File: config.mk
export PLATFORM = sky130hd
export DESIGN_NAME = lrs_ram
export DESIGN_NICKNAME = d
export VERILOG_FILES = /design/src/rtl/core/lrs_ram.sv
export SDC_FILE = /design/constraint.sdc
export NUM_CORES = 1
export LEC_CHECK = 0
export BUFFER_PORTS_ARGS = -buffer_cell sky130_fd_sc_hd__buf_4
export CAP_MARGIN = 30
export CORE_MARGIN = 3
export CORE_UTILIZATION = 65
export CTS_CLUSTER_SIZE = 40
export DETAILED_ROUTE_END_ITERATION = 16
export GPL_ROUTABILITY_DRIVEN = 0
export PLACE_DENSITY = 0.84
export SYNTH_ARGS = -nofsm -noshare
export SYNTH_HDL_FRONTEND = slang
export SYNTH_SLANG_ARGS = --single-unit
File: constraint.sdc
create_clock -name clock -period 2.19 [get_ports clock]
set_input_delay 0 -clock clock [delete_from_list [all_inputs] [get_ports clock]]
set_output_delay 0 -clock clock [all_outputs]
set_load 0.01 [all_outputs]
File: src/rtl/core/lrs_ram.sv
// generic single-write, single-read ram with registered read data
module lrs_ram #(
   parameter int WIDTH = 8,
   parameter int DEPTH = 16
) (
   input  logic                     clock,
   input  logic                     wr_en,
   input  logic [$clog2(DEPTH)-1:0] wr_addr,
   input  logic [WIDTH-1:0]         wr_data,
   input  logic [$clog2(DEPTH)-1:0] rd_addr,
   output logic [WIDTH-1:0]         rd_data
);

   logic [WIDTH-1:0] mem [DEPTH];

   // write port
   always_ff @(posedge clock) begin
      if (wr_en) begin
         mem[wr_addr] <= wr_data;
      end
   end

   // registered read port
   always_ff @(posedge clock) begin
      rd_data <= mem[rd_addr];
   end

endmodule

==> flow_summary.json, run 1 <==
{
  "die_y_um": 95.0,
  "initialDrtViolationCount": 348,
  "netlist.area_leader.share_pct": 74.7,
  "ys_ff_latch": 136,
  "dp.cells": 360,
  "cp.required_ps": 2570,
  "routed_wl_um": 11200,
  "drc": 0,
  "syn_to_final_growth_pct": 20.6,
  "final_layout_size_suffix_gt1_share_pct": 28.9,
  "max_stage_delay_ps": 500,
  "layout_common_cells": "edfxtp_1, buf_4, mux4_2, a22oi_1, clkbuf_16",
  "ant_nets": 0,
  "whs_endpoint": "rd_data[0]",
  "drt-vias-per-instance": 6.64,
  "start_kind": "flip-flop",
  "cts_num_sinks": 136,
  "fin_cells": 403,
  "end_kind": "flip-flop",
  "die_width_um": 95.0,
  "finalHoldViolations": 0,
  "yosysWarnings": 0,
  "slew_violations": 0,
  "finalCriticalPeriod_ps": 1430,
  "min_from": "rd_addr[3]",
  "r2r_start": "mem[2][4]",
  "num_rows": 31,
  "worst_pin_slew_ps": 747,
  "yosysTopAreaCell": "edfxtp_1",
  "top_layer_used": "met4",
  "rrSetupSlack_ps": 760,
  "crit_chain": "mux4_2 -> a22oi_1 -> nand2_1",
  "grt_max_degree": 33,
  "grt_antenna_before_repair": 0,
  "cap_violations": 0,
  "setup_viol": 0,
  "diodes": 0,
  "rsz0062_at_grt": "false",
  "via_count": 2676,
  "track_usage_pct": 27.5,
  "slew_headroom_pct": 50.0,
  "worst-setup-path-type": "flip-flop to flip-flop",
  "first_pass_iters": 6,
  "portBuffers": 25,
  "root_buffer": "clkbuf_8",
  "synthesis.area_sq_um": 5150,
  "dp_hpwl_um": 5880,
  "synth.avg_cell_area_sq_um": 22.5,
  "wl_met1_um": 4220,
  "synthCells": 229,
  "h-tree-depth": 4,
  "cts_resized": 0,
  "path_max_fanout": 1,
  "nNetsFinal": 309,
  "cts_hold_buffers": 11,
  "grt_pass1_vias": 2691,
  "synth-seq-area-share_pct": 77.8,
  "cts_made_buffers": 17,
  "initial_core_util_pct": 69.1,
  "worst_r2r_endpoint": "rd_data[4]",
  "wl_per_cell_um": 27.7,
  "synth_cell_types": 19,
  "max_clock_freq_ghz": 0.700,
  "grt_overflow": 0,
  "synth.area.top_cells": "edfxtp_1, mux4_2, mux4_1",
  "cp.arrival_ps": 1800,
  "peakVddDrop_v": 0.000625,
  "cts_max_path_buffers": 2,
  "synth_nets": 247,
  "clkTransAtPathRegs_ps": 60,
  "power_mw": 6.08,
  "power_density_nw_per_um2": 979,
  "dr_wl_met2_um": 5690,
  "skew_ps": 9.37,
  "hold_path.class": "primary input to flip-flop",
  "p_leak_nw": 2.15,
  "n_fill_cell": 324,
  "wl_met3_um": 943,
  "fin_tns_setup_ps": 0,
  "period_share_pct": 65.2,
  "hold_depth": 4,
  "worstSkewPairLatency_ps": 500,
  "crit_slowest_cell": "mux4_2",
  "r2r_cells": 3,
  "die-area_sq_um": 9020,
  "cts_setup_buffers": 0,
  "pin_count": 26,
  "run_status": "finished clean",
  "cts_tree": "built",
  "grt_first_pass_wirelength_um": 16600,
  "core-area_sq_um": 7450,
  "final_common_cell": "edfxtp_1"
}
[report_power, final]
part	internal, mW	leakage, nW	total, mW	switching (mW)
combinational	0.144	0.634	0.310	0.166
sequential	2.91	1.22	2.93	0.0231
clock	1.84	0.290	2.83	0.993
total	4.90	2.15	6.08	1.18
[metrics by stage]
stage	util (%)	worst slack (ps)	hold slack, ps	cell area (sq um)
floorplan	-	697	98.9	5150
global placement	74.0	613	303	5510
detailed placement	74.0	592	316	5510
CTS	83.4	747	29.8	6210
global route	83.4	742	49.4	6210
finish	83.4	762	53.8	6210
[layout make-up]
cell class | instances | area (sq um) | area share [%]
sequential | 136 | 4000 | 64.5
clock inverter | 10 | 154 | 2.48
clock buffer | 22 | 433 | 6.97
timing repair buffer | 53 | 438 | 7.05
tap | 99 | 124 | 1.99
multi-input combinational | 83 | 1060 | 17.0
[flip-flops by register name, indices dropped and copies added, names as in the netlist]
| name | count |
|---|---|
| mem | 128 |
| rd_data | 8 |
[worst max-delay path by stage]
stage                from         end  slack [ps]  cells after the start
2_1_floorplan  wr_addr[2]   mem[0][0]         700                      2
3_3_place_gp   wr_addr[2]   mem[1][0]         610                      3
3_5_place_dp   wr_addr[2]   mem[1][0]         590                      3
4_1_cts         mem[2][4]  rd_data[4]         750                      3
5_1_grt         mem[2][4]  rd_data[4]         740                      3
6_report        mem[2][4]  rd_data[4]         760                      3
[critical path: cells and delay by family (launching register included)]
kind / cells / cell delay [ps]
DFF: 1 / 410
and+or+nand+nor: 1 / 120
muxes: 1 / 500
AOI/OAI and AO/OA: 1 / 270
[kinds of logic after synthesis]
logic type | Yosys count | synth area share (%)
flip-flops | 136 | 77.8
AND/OR/NAND/NOR | 35 | 3.18
multiplexers | 32 | 15.0
AO/OA/AOI/OAI | 16 | 2.33
buffers and inverters | 10 | 1.68
[routing by layer]
layer	vias up	GRT usage [%]
li1	1098	-
met1	1380	38.0
met2	173	42.7
met3	25	5.98
met4	0	12.6
met5	-	0
[cells in the mapped netlist, drive strengths merged]
library cell   number
edfxtp            128
mux4               32
a22oi              16
nor2               13
nand2               9
dfxtp               8
buf                 7
nor3                4
clkdlybuf4s25       3
nand2b              2
nand3b              2
and2                1
and2b               1
nand3               1
nor2b               1
or3b                1
Note: power is estimated with default switching activity, not from simulation.
==> run 2: changes to the inputs <==
Settings changed: ABC_AREA set to 1, CORE_UTILIZATION 65 to 61, PLACE_DENSITY 0.84 to 0.79.
Clock period 2.19 ns to 1.35 ns, I/O delays scaled along.
==> run 2 against run 1 <==
Design area grew 10%. First-iteration DRC count up 32%. Critical path depth up 3. Via count is 53% higher. Clock power is 76% higher. Critical endpoint is now rd_data[5].
==> flow_summary.json, run 2 <==
{
  "synthesis.area_sq_um": 5770,
  "synth_edf_count": 128,
  "finalHoldViolations": 0,
  "final_common_cell": "nand2_1",
  "peakVddDrop_v": 0.000934,
  "grt_max_degree": 37,
  "fin_tns_setup_ps": 0,
  "grt_overflow": 0,
  "cts_made_buffers": 17,
  "max_stage_delay_ps": 370,
  "grt_first_pass_wirelength_um": 21500,
  "h-tree-depth": 4,
  "synthFlopType": "edfxtp_1",
  "pin_count": 26,
  "track_usage_pct": 28.3,
  "crit_top_cell": "nand3_1",
  "start_kind": "flip-flop",
  "rsz0062_at_grt": "false",
  "slew_headroom_pct": 63.3,
  "hold_ws_ps": 30.6,
  "netlist.area_leader.share_pct": 66.7,
  "yosysWarnings": 0,
  "worstSkewPairLatency_ps": 520,
  "synth_cell_types": 12,
  "cts_max_path_buffers": 2,
  "max_clock_freq_ghz": 0.904,
  "p_leak_nw": 3.02,
  "hold_path.class": "primary input to flip-flop",
  "final_layout_size_suffix_gt1_share_pct": 13.1,
  "routed_wl_um": 13700,
  "path_max_fanout": 1,
  "ys_ff_latch": 136,
  "cp.required_ps": 1750,
  "drt-vias-per-instance": 5.64,
  "num_rows": 34,
  "die_width_um": 103,
  "cp_num_buf_inv": 1,
  "root_buffer": "clkbuf_8",
  "first_pass_iters": 5,
  "top_regs": "mem (128), rd_data (8)",
  "portBuffers": 25,
  "die-area_sq_um": 10700,
  "initial_core_util_pct": 64.6,
  "grt_pass1_vias": 4015,
  "yosysTopAreaCell": "edfxtp_1",
  "end_kind": "flip-flop",
  "run_status": "finished clean",
  "core-area_sq_um": 8930,
  "via_count": 4092,
  "largest_reg_flops": 128,
  "cts_num_sinks": 136,
  "grt_antenna_before_repair": 0,
  "synthCells": 551,
  "clkTransAtPathRegs_ps": 60,
  "worst_pin_slew_ps": 550,
  "ant_nets": 0,
  "nNetsFinal": 622,
  "slew_violations": 0,
  "r2r_start": "mem[11][5]",
  "drc": 0,
  "synth.avg_cell_area_sq_um": 10.5,
  "synth-seq-area-share_pct": 69.4,
  "cap_violations": 0,
  "min_from": "rd_addr[1]",
  "synth_nets": 569,
  "startpoint": "mem[11][5]",
  "dp_hpwl_um": 7790,
  "die_y_um": 103,
  "syn_to_final_growth_pct": 19.0,
  "finalCriticalPeriod_ps": 1110,
  "skew_ps": 7.05,
  "synthArstFlopShare_pct": 0,
  "setup_viol": 0,
  "synth_commonest_cells": "nand2_1, edfxtp_1, inv_1",
  "diodes": 0,
  "worst-setup-path-type": "flip-flop to flip-flop",
  "crit_slowest_cell": "edfxtp_1",
  "top_register": "mem",
  "wl_per_cell_um": 18.9,
  "synth.area.top_cells": "edfxtp_1, nand2_1, nand3_1",
  "cts_tree": "built",
  "power_density_nw_per_um2": 1520,
  "initialDrtViolationCount": 460,
  "period_share_pct": 82.0,
  "cp_top_family": "simple AND/OR/NAND/NOR gates",
  "layout_common_cells": "nand2_1, edfxtp_1, inv_1, nand3_1, buf_4",
  "cp.arrival_ps": 1510,
  "yosysMostFrequentCell": "nand2_1",
  "crit_chain": "inv_1 -> nand2_1 -> nand3_1 -> nand3_1 -> nand3_1 -> nand2_1"
}
-- run 2: changes by cell type in the layout (fill, tap and decap cells not counted), sizes merged, moves of 7 or more --
cell	delta
buf	+7
a22oi	-16
nand2	+164
mux4	-32
nand3	+96
inv	+103
-- run 2: path summary, 6_finish.rpt --
path / slack (ps) / depth (start not counted) / endpoint
setup / recovery: 240 / 6 / rd_data[5]
hold / removal: 30 / 5 / rd_data[4]
setup reg to reg: 240 / 6 / rd_data[5]
hold reg to reg: 710 / 6 / rd_data[3]
-- run 2: layer usage --
layer / share of wire [%] / vias up / track usage [%]
met5: 0 / - / 0
met4: 2.7 / 0 / 10.9
met3: 11 / 38 / 6.57
met2: 48 / 274 / 45.5
met1: 38 / 1904 / 38.0
li1: - / 1876 / -
-- run 2: logic make-up after synthesis --
logic type | count (synthesis) | share of synthesized area, %
buffers and inverters | 126 | 9.52
and+or+nand+nor | 289 | 21.0
DFF | 136 | 69.4
-- run 2: area by class of cell --
| cell class | instances | area (sq um) |
|---|---|---|
| multi-input combinational | 289 | 1210 |
| clock inverter | 11 | 194 |
| timing repair buffer | 58 | 483 |
| sequential | 136 | 4000 |
| inverter | 102 | 383 |
| clock buffer | 21 | 449 |
| fill | 521 | 2070 |
| tap | 108 | 135 |
-- run 2: per-stage QoR --
step                cells  util [%]  setup WS [ps]  power [mW]  cell area (sq um)
global route          725      76.8            179        10.7               6860
detailed placement    684      68.6            188        5.45               6130
CTS                   725      76.8            265        10.4               6860
global placement      684      68.6            252        5.43               6130
finish                725      76.8            243        10.4               6860
floorplan             551         -            399        5.18               5770
-- run 2: where the power goes --
group | internal, mW | switching, mW
logic | 0.224 | 0.433
clock network | 3.29 | 1.70
registers | 4.72 | 0.0352
-- run 2: worst min-delay path, cell delays in order --
cell and delay [ps]:
buf_4 190, nand2_1 80, nand3_1 60, nand3_1 80
nand2_1 70
-- run 2: what timing repair did --
item	in CTS	in global routing
gates resized for setup	0	0
hold endpoints to repair	136	0
hold buffers	9	0
setup buffers	0	0
